**src/rtl/core/inhibitory_weight_adapter_macros.svh**
```systemverilog
// Assertion macros used by the adapter controller.
`ifndef INHIBITORY_WEIGHT_ADAPTER_MACROS_SVH
`define INHIBITORY_WEIGHT_ADAPTER_MACROS_SVH
`ifndef SYNTHESIS
// Same-cycle implication.
`define IWA_ASSERT_NOW(lbl, clk, rst, ante, cons) \
   lbl: assert property (@(posedge clk) disable iff (rst) (ante) |-> (cons)) \
      else $error("assertion failed");
// Next-cycle implication.
`define IWA_ASSERT_NEXT(lbl, clk, rst, ante, cons) \
   lbl: assert property (@(posedge clk) disable iff (rst) (ante) |=> (cons)) \
      else $error("assertion failed");
`else
`define IWA_ASSERT_NOW(lbl, clk, rst, ante, cons)
`define IWA_ASSERT_NEXT(lbl, clk, rst, ante, cons)
`endif
`endif

```
**src/rtl/core/iwa_pkg.sv**
```systemverilog
`default_nettype none
package iwa_pkg;

   // Item operation codes
   localparam logic [2:0] OP_LOAD   = 3'd0;
   localparam logic [2:0] OP_FIRE   = 3'd1;
   localparam logic [2:0] OP_CLOSE  = 3'd2;
   localparam logic [2:0] OP_MODIFY = 3'd3;
   localparam logic [2:0] OP_READ   = 3'd4;

   // Register indexes
   localparam logic [2:0] CSR_MOD_RATE  = 3'd0;
   localparam logic [2:0] CSR_AVG_RATE  = 3'd1;
   localparam logic [2:0] CSR_TARGET    = 3'd2;
   localparam logic [2:0] CSR_SCALE     = 3'd3;
   localparam logic [2:0] CSR_WEIGHTED  = 3'd4;
   localparam logic [2:0] CSR_FIRST     = 3'd5;
   localparam logic [2:0] CSR_LAST      = 3'd6;

   localparam int WEIGHT_W   = 16;
   localparam int INDEX_W    = 10;
   localparam int DEV_W      = 18;
   localparam int ACT_W      = 17;
   localparam int SUM_W      = 32;
   localparam int DIVISOR_W  = 27;
   localparam int QUOT_W     = 16;
   localparam int QCNT_W     = 4;
   localparam logic [WEIGHT_W-1:0] SCALE_RESET = 16'd16384;
   localparam logic [INDEX_W-1:0]  LAST_RESET  = 10'd1023;

   typedef struct packed {
      logic capture;
      logic read;
      logic walk;
      logic divset;
      logic div;
      logic act;
      logic mul1;
      logic mul2;
      logic mix;
      logic mod1;
      logic mod2;
      logic emit;
   } iwa_cmd_type;

   typedef struct packed {
      logic [2:0] op;
      logic       rate_zero;
      logic       in_store;
      logic       walk_needed;
      logic       walk_last;
      logic       div_last;
   } iwa_status_type;

endpackage
`default_nettype wire

```
**src/rtl/core/iwa_ctrl.sv**
```systemverilog
`default_nettype none
`include "inhibitory_weight_adapter_macros.svh"
module iwa_ctrl (
   input  wire logic                    clock,
   input  wire logic                    reset,
   input  wire logic                    start,
   output logic                         busy,
   output logic                         rsp_strobe,
   output iwa_pkg::iwa_cmd_type         cmd,
   input  wire iwa_pkg::iwa_status_type status
);
   localparam logic [3:0] S_IDLE   = 4'd0;
   localparam logic [3:0] S_READ   = 4'd1;
   localparam logic [3:0] S_WALK   = 4'd2;
   localparam logic [3:0] S_WDRAIN = 4'd3;
   localparam logic [3:0] S_DIVSET = 4'd4;
   localparam logic [3:0] S_DIV    = 4'd5;
   localparam logic [3:0] S_ACT    = 4'd6;
   localparam logic [3:0] S_MUL1   = 4'd7;
   localparam logic [3:0] S_MUL2   = 4'd8;
   localparam logic [3:0] S_MIX    = 4'd9;
   localparam logic [3:0] S_MOD1   = 4'd10;
   localparam logic [3:0] S_MOD2   = 4'd11;
   localparam logic [3:0] S_EMIT   = 4'd12;

   logic [3:0] state_ff, state_in;
   logic       strobe_ff, strobe_in;

   // Next state
   always_comb begin
      state_in = state_ff;
      unique case (state_ff)
         S_IDLE: begin
            if (start) state_in = S_READ;
         end
         S_READ: begin
            unique case (status.op)
               iwa_pkg::OP_CLOSE: begin
                  if (status.rate_zero) state_in = S_EMIT;
                  else if (status.walk_needed) state_in = S_WALK;
                  else state_in = S_DIVSET;
               end
               iwa_pkg::OP_MODIFY: begin
                  if (!status.rate_zero && status.in_store) state_in = S_MOD1;
                  else state_in = S_EMIT;
               end
               default: state_in = S_EMIT;
            endcase
         end
         S_WALK: begin
            if (status.walk_last) state_in = S_WDRAIN;
         end
         S_WDRAIN: state_in = S_DIVSET;
         S_DIVSET: state_in = S_DIV;
         S_DIV: begin
            if (status.div_last) state_in = S_ACT;
         end
         S_ACT:  state_in = S_MUL1;
         S_MUL1: state_in = S_MUL2;
         S_MUL2: state_in = S_MIX;
         S_MIX:  state_in = S_EMIT;
         S_MOD1: state_in = S_MOD2;
         S_MOD2: state_in = S_EMIT;
         S_EMIT: state_in = S_IDLE;
         default: state_in = S_IDLE;
      endcase
   end

   assign strobe_in = (state_ff == S_EMIT);

   // Advance state, raise strobe for one cycle
   always_ff @(posedge clock) begin
      if (reset) begin
         state_ff  <= S_IDLE;
         strobe_ff <= 1'b0;
      end else begin
         state_ff  <= state_in;
         strobe_ff <= strobe_in;
      end
   end

   assign busy       = (state_ff != S_IDLE);
   assign rsp_strobe = strobe_ff;

   // Decode commands
   always_comb begin
      cmd         = '0;
      cmd.capture = (state_ff == S_IDLE) && start;
      cmd.read    = (state_ff == S_READ);
      cmd.walk    = (state_ff == S_WALK);
      cmd.divset  = (state_ff == S_DIVSET);
      cmd.div     = (state_ff == S_DIV);
      cmd.act     = (state_ff == S_ACT);
      cmd.mul1    = (state_ff == S_MUL1);
      cmd.mul2    = (state_ff == S_MUL2);
      cmd.mix     = (state_ff == S_MIX);
      cmd.mod1    = (state_ff == S_MOD1);
      cmd.mod2    = (state_ff == S_MOD2);
      cmd.emit    = (state_ff == S_EMIT);
   end

   `IWA_ASSERT_NEXT(a_accept_reads, clock, reset, start && !busy, state_ff == S_READ)
   `IWA_ASSERT_NEXT(a_emit_strobes, clock, reset, state_ff == S_EMIT, rsp_strobe && !busy)
   `IWA_ASSERT_NOW(a_strobe_idle, clock, reset, rsp_strobe, state_ff == S_IDLE || state_ff == S_READ)
   `IWA_ASSERT_NEXT(a_div_ends, clock, reset, state_ff == S_DIV && status.div_last, state_ff == S_ACT)
endmodule
`default_nettype wire

```
**config.mk**
```make
export PLATFORM = sky130hd
export DESIGN_NAME = iwa_ctrl
export DESIGN_NICKNAME = d
export VERILOG_FILES = /design/src/rtl/core/iwa_pkg.sv /design/src/rtl/core/iwa_ctrl.sv
export VERILOG_INCLUDE_DIRS = /design/src /design/src/rtl/core
export SDC_FILE = /design/constraint.sdc
export NUM_CORES = 1
export LEC_CHECK = 0
export BUFFER_PORTS_ARGS = -buffer_cell sky130_fd_sc_hd__buf_4
export CORE_AREA = 2 2 39 41
export CTS_CLUSTER_DIAMETER = 120
export DETAILED_ROUTE_END_ITERATION = 7
export DIE_AREA = 0 0 41 43
export GPL_TIMING_DRIVEN = 0
export MAX_ROUTING_LAYER = met4
export SLEW_MARGIN = 40
export SYNTH_ARGS = -nofsm -noshare
export SYNTH_HDL_FRONTEND = slang
export SYNTH_SLANG_ARGS = --single-unit
```
**constraint.sdc**
```tcl
create_clock -name clock -period 2.65 [get_ports clock]
set_input_delay 0 -clock clock [delete_from_list [all_inputs] [get_ports clock]]
set_output_delay 0 -clock clock [all_outputs]
set_load 0.02 [all_outputs]
```
* After elaboration in Yosys (flattened, before gate mapping)
Cells that the tools add are included.
** Storage, ports and cells
- Register bits :: 5
- Logic and storage cells :: 34
- Input port bits :: 11
- Output and inout port bits :: 14
** Operators by class
- Equality and inequality tests :: 17
- Reduce and logical (&&, ||, !) cells :: 7
- Mux-type cells :: 8
** Operators with widths (count)
- case mux 4 bit (11 select lines) :: 1
- equality test 4 bit, second input constant :: 5
- equality test 4 x 3 -> 1 bit, second input constant :: 4
- 2-to-1 mux 4 bit :: 4
- equality test 4 x 2 -> 1 bit, second input constant :: 2
- case mux 4 bit (2 select lines) :: 1
- equality test 3 x 2 -> 1 bit, second input constant :: 2
- 2-to-1 mux 3 bit :: 2
- equality test 4 x 1 -> 1 bit, second input constant :: 1
- logical NOT 4 bit :: 1
- != test 2 x 1 -> 1 bit, second input constant :: 2
- nonzero test 4 bit :: 1
- AND reduction 3 bit :: 1
- logical AND 1 bit :: 2
- != test 2 bit, second input constant :: 1
- OR reduction 2 bit :: 1
- logical NOT 1 bit :: 1

* Depth between registers and ports, before layout
- Depth in word-level cells :: 5
- Gate-level depth with buffers :: 4
- Depth with buffers taken out :: 3

* Least setup slack after synthesis
OpenSTA, ideal clock, no wires.
- Kind :: reg2reg
- Start point :: register state_ff[0]
- End point :: register state_ff[0]
- Setup time :: 0.121 ns
- Required time :: 2.529 ns
- Arrival :: 1.232 ns
- Path slack :: 1.297 ns
- Period minus slack after synthesis :: 1.353 ns
- Buffers on the path :: 0
- Cell stages (with the launch flop) :: 4
- Cells stage by stage :: dfxtp_1 -> or3_1 -> a21oi_1 -> mux2_2
** Between the ends
- Longest elaborated chain between the ends :: 3
- Elaborated cells between the ends (all ways) :: 18
- Those cells by class :: 14 x eq/ne; 1 x mux; 3 x reduce/logical
** Ends and longest elaborated chain
- start: declaration :: RTL line iwa_ctrl.sv:26 : logic [3:0] state_ff, state_in;
- start signal: assignment :: RTL line iwa_ctrl.sv:77 : state_ff <= state_in;
- equality test 4 bit (tied with other cells) :: RTL line iwa_ctrl.sv:32 : unique case (state_ff)
- OR reduction 2 bit (no source line) (tied with other cells)
- case mux 4 bit (11 select lines) / AND reduction 3 bit (equally long branches)
Several ways; a longest one is shown, not always the timed one.
A chain may end at the register's enable or synchronous reset.

* Worst setup path after layout
- Start point :: register state_ff[2]
- End point :: register state_ff[0]
The elaborated chain is that of the path after synthesis.

==> results.sh <==
export IMPL_status="complete, no violations"
export IMPL_die_y_um=43
export IMPL_clock_latency_ns=0.24
export IMPL_layout_commonest_cell="buf_4"
export IMPL_hold_viol_final=0
export IMPL_final_cell_mix="25 x buf_4, 7 x nor2_1, 7 x nor3_1, 6 x nand2_1, 5 x dfxtp_1"
export IMPL_synthAdderAreaFrac_pct=0
export IMPL_coreArea_um2=1380
export IMPL_cts_path_max_buffers=2
export IMPL_async_flop_share_pct=0
export IMPL_ys_seq_area_share_pct=24.1
export IMPL_crit_arrival_ns=1.68
export IMPL_crit_path_start_kind="register"
export IMPL_numCtsBuffers=3
export IMPL_grt_pass1_wl_mm=1.86
export IMPL_worst_pin_slew_ns=0.451
export IMPL_firstDrtPassIters=2
export IMPL_antenna_left=0
export IMPL_crit_type="register to register"
export IMPL_max_freq_mhz=644
export IMPL_seq_area_um2=100
export IMPL_cp_required_ns=2.78
export IMPL_ys_warn_count=0
export IMPL_ys_types=27
export IMPL_viasPerCell=4.82
export IMPL_cts_tree="done"
export IMPL_drive_gt1_share_pct=41.9
export IMPL_io_buffers=24
export IMPL_rr_endpoint="state_ff[0]"
export IMPL_grt_max_degree=11
export IMPL_synth_area_mux_share_pct=5.12
export IMPL_holdPathEnd="state_ff[1]"
export IMPL_period_needed_ns=1.55
export IMPL_hp_start="status[4]"
export IMPL_irDropWorstVdd_v=0.000328
export IMPL_min_path_cells=4
export IMPL_post_place_ws_ns=1.12
export IMPL_synth_compound_area_share_pct=19.6
export IMPL_root_buffer="clkbuf_4"
export IMPL_area_growth_pct=56.9
export IMPL_multiInputGateArea_um2=267
export IMPL_ios=25
export IMPL_power_density_nw_per_um2=930
export IMPL_die_width_um=41
export IMPL_nFillCells=155
export IMPL_rows=14
export IMPL_drt_iter0_drc=6
export IMPL_synth_main_ff_cell="dfxtp_1"
export IMPL_wl_per_cell_um=11.7
export IMPL_grt_pass1_vias=431
export IMPL_fin_skew_ns=0.0000931
export IMPL_rsz0062_at_grt="false"
export IMPL_diodes=0
export IMPL_antenna_found_initial=0
export IMPL_dpl_hpwl_um=907
export IMPL_synth_area_um2=415
export IMPL_clkSlewWorstSetupHoldPaths_ns=0.05
export IMPL_die_area_um2=1760
export IMPL_grt_usage_pct=16.0
export IMPL_cp_max_fo=10
export IMPL_grt_remaining_overflow=0
export IMPL_synth_simple_area_share_pct=39.5
export IMPL_vias=492
export IMPL_r2r_cells=4
export IMPL_relSlewSlack_pct=70.0
export IMPL_cts_sinks=5
export IMPL_reg2reg_setup_slack_ns=1.10
export IMPL_synth_top_family_by_area="simple AND/OR/NAND/NOR gates"
export IMPL_synth_edf_count=0
export IMPL_finish_utilization_pct=47.1
export IMPL_cap_violations=0
export IMPL_nNetsFinal=98
export IMPL_synth_nets=68
export IMPL_avgSynthCellArea_um2=7.29
export IMPL_timing_final_crit_share_pct=58.6
export IMPL_netlist_instances=57
export IMPL_slew_viol_final=0
export IMPL_ys_ff_latch=5
export IMPL_finalSetupViolCount=0
export IMPL_synth_xor_area_share_pct=0
export IMPL_setup_ws_ns=1.10
export IMPL_holdWs_ns=0.156
export IMPL_fin_tns_setup_ns=0
export IMPL_end_kind="register"
export IMPL_hold_path_class="primary input to register"
export IMPL_total_power_mw=0.606
export IMPL_p_leak_nw=0.304
export IMPL_start_util_pct=30.0
export IMPL_cts_htree_levels=1
export IMPL_r2r_start="state_ff[2]"
export IMPL_wirelength_mm=1.19
export IMPL_drc=0
export IMPL_post_cts_buffers=0
export IMPL_finalWeightedCongestion=0.850
through the flow:
stage,cell area [um^2],instances
floorplan,415,57
global placement,616,97
detailed placement,616,97
CTS,652,102
global route,652,102
finish,652,102
power breakdown:
part           switching (mW)  internal [mW]
logic                   0.224          0.167
registers              0.0254         0.0986
clock network          0.0338         0.0571
total                   0.284          0.323
cell usage after synthesis, types with 2 or more instances:
library cell	n	area, um^2
a21oi_1	4	20.0
buf_6	2	22.5
clkbuf_1	2	7.51
dfxtp_1	5	100
inv_1	3	11.3
nand2_1	6	22.5
nand2b_1	3	18.8
nor2_1	7	26.3
nor3_1	7	35.0
registers in the layout, summed over array words and instances, names as in the netlist:
register,count
state_ff,4
rsp_strobe,1
timing repair:
| action | 4_1_cts | 5_1_grt |
|---|---|---|
| hold buffers | 1 | 0 |
| endpoints found under the setup margin | 0 | 0 |
| hold endpoints to repair | 3 | 0 |
| gates resized for setup | 0 | 0 |
cells by family (layout without fill, tap and decap cells):
logic type,count (synthesis),in the layout
AOI/OAI and AO/OA,11,11
buffers and inverters,8,37
DFF,5,5
and+or+nand+nor,31,31
muxes,2,2
final cells by class:
class / instances / share of cell area, %
buffer: 5 / 5.76
clock buffer: 4 / 4.03
inverter: 3 / 1.73
multi-input combinational: 44 / 40.9
sequential: 5 / 15.4
tap: 16 / 3.07
timing repair buffer: 25 / 29.2
critical path: stages, from the launching register on:
cell and delay, ns:
dfxtp_1 0.34, clkbuf_1 0.37, nand3b_1 0.13, a21oi_1 0.24
mux2_2 0.37
worst max path at each step:
stage	startpoint	endpoint	slack, ns	cells past startpoint
after floorplan	state_ff[0]	state_ff[0]	1.30	3
after global placement	state_ff[2]	state_ff[0]	1.11	4
after detailed placement	state_ff[2]	state_ff[0]	1.12	4
after CTS	state_ff[2]	state_ff[0]	1.09	4
after global routing	state_ff[2]	state_ff[0]	0.99	4
final	state_ff[2]	state_ff[0]	1.10	4
layer usage:
metal / share of wire [%] / track usage [%] / up-vias
li1: - / - / 254
met4: 0 / 8.00 / 0
met2: 49 / 22.5 / 15
met5: 0 / - / -
met3: 5.5 / 4.71 / 0
met1: 45 / 20.1 / 223
Note: power is estimated with default switching activity, not from simulation.
